==> src/rtl/sac_pkg.sv <==
// shared constants, types and register codes of the set-associative cache tag block
package sac_pkg;

    localparam int MAX_SET_BITS = 6;
    localparam int MAX_WAYS     = 8;
    localparam int ADDR_BITS    = 32;

    // fixed field widths
    localparam int ADDR_W     = 32;
    localparam int TAG_W      = 32;
    localparam int CNT_W      = 32;
    localparam int OUT_SET_W  = 6;
    localparam int SIB_W      = 3;
    localparam int WAYS_CFG_W = 4;
    localparam int BOB_W      = 5;
    localparam int CFG_IDX_W  = 2;
    localparam int CFG_DATA_W = 5;

    // derived geometry
    localparam int NUM_SETS  = 1 << MAX_SET_BITS;
    localparam int SET_W     = (MAX_SET_BITS > 0) ? MAX_SET_BITS : 1;
    localparam int SB_W      = $clog2(MAX_SET_BITS + 1) > 0 ? $clog2(MAX_SET_BITS + 1) : 1;
    localparam int WAY_IDX_W = (MAX_WAYS > 1) ? $clog2(MAX_WAYS) : 1;
    localparam int WAY_CNT_W = $clog2(MAX_WAYS + 1);
    localparam int SHAMT_W   = $clog2(ADDR_W + MAX_SET_BITS + 1);

    localparam logic [ADDR_W-1:0] ADDR_MASK =
        (ADDR_BITS >= ADDR_W) ? {ADDR_W{1'b1}} : ADDR_W'((64'd1 << ADDR_BITS) - 64'd1);

    // configuration register indexes
    localparam logic [CFG_IDX_W-1:0] CFG_SET_INDEX_BITS    = 2'd0;
    localparam logic [CFG_IDX_W-1:0] CFG_WAYS_IN_USE       = 2'd1;
    localparam logic [CFG_IDX_W-1:0] CFG_BLOCK_OFFSET_BITS = 2'd2;

    // access kinds
    localparam logic MODE_LOAD  = 1'b0;
    localparam logic MODE_STORE = 1'b1;

    typedef struct packed {
        logic             valid;
        logic             dirty;
        logic [TAG_W-1:0] tag;
    } way_t;

    // position 0 is most recently used
    typedef way_t [MAX_WAYS-1:0] row_t;

    localparam int ROW_W = $bits(row_t);

    typedef struct packed {
        logic             hit;
        logic             wrote_back;
        logic [TAG_W-1:0] victim_tag;
    } lookup_t;

endpackage

==> src/rtl/sac_set_update.sv <==
// lookup of one set row and its lru reorder, dirty marking and victim report
module sac_set_update (
    input  sac_pkg::row_t                         row_in,
    input  logic [sac_pkg::TAG_W-1:0]             tag,
    input  logic [sac_pkg::WAY_CNT_W-1:0]         ways,
    input  logic                                  store,
    output sac_pkg::row_t                         row_out,
    output sac_pkg::lookup_t                      res
);

    logic [sac_pkg::MAX_WAYS-1:0]  match;
    logic                          hit;
    logic [sac_pkg::WAY_IDX_W-1:0] hit_pos;
    logic [sac_pkg::WAY_IDX_W-1:0] last;
    logic [sac_pkg::WAY_IDX_W-1:0] pos;
    sac_pkg::way_t                 front;
    sac_pkg::way_t                 last_way;

    always_comb
    begin
        for (int i = 0; i < sac_pkg::MAX_WAYS; i++)
        begin
            match[i] = (sac_pkg::WAY_CNT_W'(i) < ways) && row_in[i].valid
                       && (row_in[i].tag == tag);
        end

        // lowest matching position wins
        hit     = 1'b0;
        hit_pos = '0;
        for (int i = sac_pkg::MAX_WAYS - 1; i >= 0; i--)
        begin
            if (match[i])
            begin
                hit     = 1'b1;
                hit_pos = sac_pkg::WAY_IDX_W'(i);
            end
        end

        last     = sac_pkg::WAY_IDX_W'(ways - sac_pkg::WAY_CNT_W'(1));
        last_way = row_in[last];
        pos      = hit ? hit_pos : last;

        if (hit)
        begin
            front = row_in[hit_pos];
        end
        else
        begin
            front.valid = 1'b1;
            front.dirty = 1'b0;
            front.tag   = tag;
        end
        if (store)
        begin
            front.dirty = 1'b1;
        end

        // positions up to pos slide down one, the rest stay put
        row_out[0] = front;
        for (int i = 1; i < sac_pkg::MAX_WAYS; i++)
        begin
            row_out[i] = (sac_pkg::WAY_IDX_W'(i) <= pos) ? row_in[i-1] : row_in[i];
        end

        res.hit        = hit;
        res.wrote_back = !hit && last_way.valid && last_way.dirty;
        res.victim_tag = res.wrote_back ? last_way.tag : '0;
    end

endmodule

==> config.mk <==
export PLATFORM = sky130hd
export DESIGN_NAME = sac_set_update
export DESIGN_NICKNAME = d
export VERILOG_FILES = /design/src/rtl/sac_pkg.sv /design/src/rtl/sac_set_update.sv
export SDC_FILE = /design/constraint.sdc
export NUM_CORES = 1
export LEC_CHECK = 0
export BUFFER_PORTS_ARGS = -buffer_cell sky130_fd_sc_hd__buf_2
export CAP_MARGIN = 0
export CELL_PAD_IN_SITES_DETAIL_PLACEMENT = 0
export CELL_PAD_IN_SITES_GLOBAL_PLACEMENT = 1
export CORE_AREA = 5 5 238 240
export DETAILED_ROUTE_END_ITERATION = 10
export DIE_AREA = 0 0 243 245
export PLACE_DENSITY_LB_ADDON = 0.1
export SYNTH_ARGS = -nofsm -noshare
export SYNTH_HDL_FRONTEND = slang
export SYNTH_SLANG_ARGS = --single-unit
==> constraint.sdc <==
create_clock -name vclk -period 9.86
set_input_delay 0.493 -clock vclk [all_inputs]
set_output_delay 0.493 -clock vclk [all_outputs]
set_load 0.005 [all_outputs]
## Yosys cells after proc, flatten, opt, wreduce, memory -nomap -nowiden

Cells that the tools add are included.

- Flip-flop bits (word level): 0
- Input port bits: 309
- Output and inout port bits: 306
- Logic and storage cells: 76

- $add $sub $neg: 1
- Magnitude comparators: 17
- Equal/unequal tests: 8
- Muxes and demuxes: 31
- Reductions and logical operators: 19

Operator list:

| operator | number |
|---|---|
| 34-bit 2-to-1 mux | 10 |
| 32-bit == test | 8 |
| 34-bit binary-select mux with 3-bit select | 2 |
| 32-bit 2-to-1 mux | 1 |
| 3-bit 2-to-1 mux | 9 |
| 1-bit logical AND | 18 |
| 3-bit by 4-bit < comparator with 1-bit output, first input constant | 4 |
| 3-bit less-or-equal comparator, first input constant | 4 |
| 1-bit 2-to-1 mux | 9 |
| 1-bit by 4-bit < comparator with 1-bit output, first input constant | 2 |
| 2-bit by 4-bit < comparator with 1-bit output, first input constant | 2 |
| 3-bit by 4-bit < comparator with 1-bit output, second input constant | 2 |
| 2-bit by 3-bit less-or-equal comparator with 1-bit output, first input constant | 2 |
| 1-bit by 3-bit less-or-equal comparator with 1-bit output, first input constant | 1 |
| 3-bit by 1-bit subtractor with 3-bit output, second input constant | 1 |
| 1-bit logical NOT | 1 |

## Longest topological paths before layout

- Depth in word-level cells: 15
- Depth in mapped cells: 13

## Worst setup path before layout

Ideal clock, no wire load.

- Path kind: input to output
- From: input tag[29] in the netlist's numbering
- To: output row_out[173] in the netlist's numbering
- Arrival time: 3.663 ns
- Data required time: 9.367 ns
- Path slack: 5.704 ns
- Stages: 11
- Path buffers: 3
- Path through: buf_2 -> xor2_1 -> or4b_1 -> or4_1 -> or4_4 -> a31oi_1 -> o211a_1 -> o31a_2 -> buf_6 -> buf_12 -> mux2_2

RTL lines:

| what | RTL line | text |
|---|---|---|
| start, declared | sac_set_update.sv:4 | `input logic [sac_pkg::TAG_W-1:0] tag,` |
| end, declared | sac_set_update.sv:7 | `output sac_pkg::row_t row_out,` |

==> results.cfg <==
[outcome]
status = finished clean

[final_layout]
fill_cells = 6181
seqCellArea_um2 = 0
n_clock_buffer = 0
area_growth_pct = 38.2
seq_cells = 0
drive_above_1_share_pct = 59.0
final_core_util_pct = 23.3
final_nets = 1896

[power_and_ir_drop]
cellPowerDensity_nw_per_um2 = 69.6
power.share.switching_pct = 59.7
p_int_mw = 0.356
p_leak_nw = 5.40
p_sw_mw = 0.528
clkPwrFrac_pct = 0
power_frac_seq_pct = 0
total_power_mw = 0.885
ir_drop_mv = 0.0297
comb_power_share_pct = 100.0

[die]
die_h_um = 245
start_util_pct = 16.9
ioPinCount = 615
die_w_um = 243
rows = 86
die_area_um2 = 59500
core_region_area_um2 = 54400

[clocking]
cts_resized = 0
post_cts_buffers = 0
cts_hold_buf = 0

[setup_path]
required_ns = 9.37
cp_top_family = simple AND/OR/NAND/NOR gates
cp_cell_sequence = buf_4 -> ha_1 -> a21oi_1 -> nor4_1 -> nand4_1 -> nor4_1 -> nor2_1 -> a311oi_4 -> nand2_2 -> o21bai_4 -> buf_4 -> mux2_1 -> buf_2
criticalPathCategory = primary input to primary output
cp_slowest_stage_delay_ns = 0.66
cp_max_fo = 36
critPathCaptureType = primary output
worst_path_max_delay_cell = nand2_2
crit_arrival_ns = 5.16
path_buf_inv = 3
startpoint_type = primary input

[route]
antenna_left = 0
routed_via_density = 4.94
wl_per_cell_um = 34.4
drtPass1Iterations = 5
wl_um = 78600
num_vias = 11314
drc_errors = 0
drt_iter0_markers = 624

[hold_path]
worstHoldPathCells = 4
hold_end = row_out[168]
min_path_type = primary input to primary output
worstHoldStart = row_in[134]

[sta]
rsz0062_at_grt = false
slew_viol_final = 0
finalHoldViolCount = 0
fin_crit_sh_pct = 57.3
setup_viol = 0
min_period_ns = 5.65
max_slew_margin_pct = 36.3
fmax_mhz = 177
tns_ns = 0
worst_pin_slew_ns = 0.952

[yosys]
post-synth-top-count-cell = mux2_2
yosysWarnings = 0
synth.cells.most_frequent = mux2_2, xor2_1, nand2_1, xnor2_1, clkbuf_1
yosys-top-cells-area = mux2_2, mux4_2, xor2_1
synthDistinctLibCells = 58
syn_area_um2 = 9200
yosysTopAreaCell = mux2_2
avgSynthCellArea_um2 = 8.58
synth_cells = 1072
seq_area_frac_synth_pct = 0
netlist.area_leader.share_pct = 27.8
synth_nets = 1384

[global_routing]
grt_pass1_vias = 11923
antenna_found_initial = 4
grt_max_degree = 41
overflow = 0
grt_pass1_wl_um = 104000
grt_usage_pct = 24.6

[place]
place_congestion = 0.887
place_hpwl_um = 68600
port_buffers = 614

[flow_run]
maxCapViolations = 0
how the worst max path moves through the flow:
stage / start / end / slack, ns / cells past startpoint
after CTS: ways[0] / row_out[250] / 4.17 / 13
after global routing: ways[0] / row_out[247] / 3.79 / 13
after floorplan: tag[29] / row_out[173] / 5.70 / 11
final: ways[0] / row_out[249] / 4.21 / 13
after detailed placement: ways[0] / row_out[249] / 4.18 / 13
after global placement: tag[0] / row_out[249] / 4.32 / 12
stage by stage:
step                instances  area [µm²]  setup WS, ns  hold WS (ns)
floorplan                1072        9200          5.70          1.09
global placement         2286       12700          4.32          1.31
detailed placement       2286       12700          4.18          1.31
CTS                      2286       12700          4.17          1.31
global route             2287       12700          3.79          1.35
finish                   2288       12700          4.21          1.31
final cells by class:
cell class	instances	area, µm²	share of cell area [%]
Antenna cell	2	5.00	0.0394
Multi-Input combinational cell	946	8620	67.8
Timing Repair Buffer	625	3160	24.9
Tap cell	704	881	6.93
Inverter	11	41.3	0.325
power by group through the flow:
stage / Combinational [mW] / Clock [mW] / Sequential (mW)
floorplan: 0.435 / 0 / 0
global placement: 0.893 / 0 / 0
detailed placement: 0.887 / 0 / 0
CTS: 0.892 / 0 / 0
global route: 0.932 / 0.0000000136 / 0
finish: 0.885 / 0.0000000112 / 0
cell usage in the layout, fill, tap and decap left out, drive strengths merged, types with 3 or more instances in the layout:
| cell | count |
|---|---|
| nand4 | 45 |
| nand3 | 18 |
| ha | 3 |
| o211ai | 3 |
| nand2 | 101 |
| nand4b | 7 |
| xnor2 | 85 |
| a21oi | 35 |
| o21ai | 14 |
| or4 | 9 |
| o2111ai | 4 |
| mux2 | 233 |
| nor4 | 76 |
| nor4b | 8 |
| inv | 11 |
| nor3 | 11 |
| buf | 625 |
| nor2 | 18 |
| xor2 | 166 |
| mux4 | 65 |
| nand2b | 11 |
cells by family after synthesis:
logic type / after synthesis / synth area share, %
other: 1 / 0.0408
xor gates and xnor gates: 251 / 23.9
muxes: 300 / 44.7
AOI/OAI and AO/OA: 73 / 5.13
and+or+nand+nor: 318 / 19.2
buffers and inverters: 126 / 6.63
adders and majority gates: 3 / 0.408
routing by layer:
| layer | GRT usage, % | part of all wire [%] | wire length [µm] |
|---|---|---|---|
| met2 | 44.9 | 51 | 39800 |
| met4 | 3.24 | 1.6 | 1260 |
| met3 | 2.34 | 4.1 | 3260 |
| met1 | 32.4 | 44 | 34300 |
| met5 | 0 | 0 | 0 |
Power figures use the tool's default switching activity.
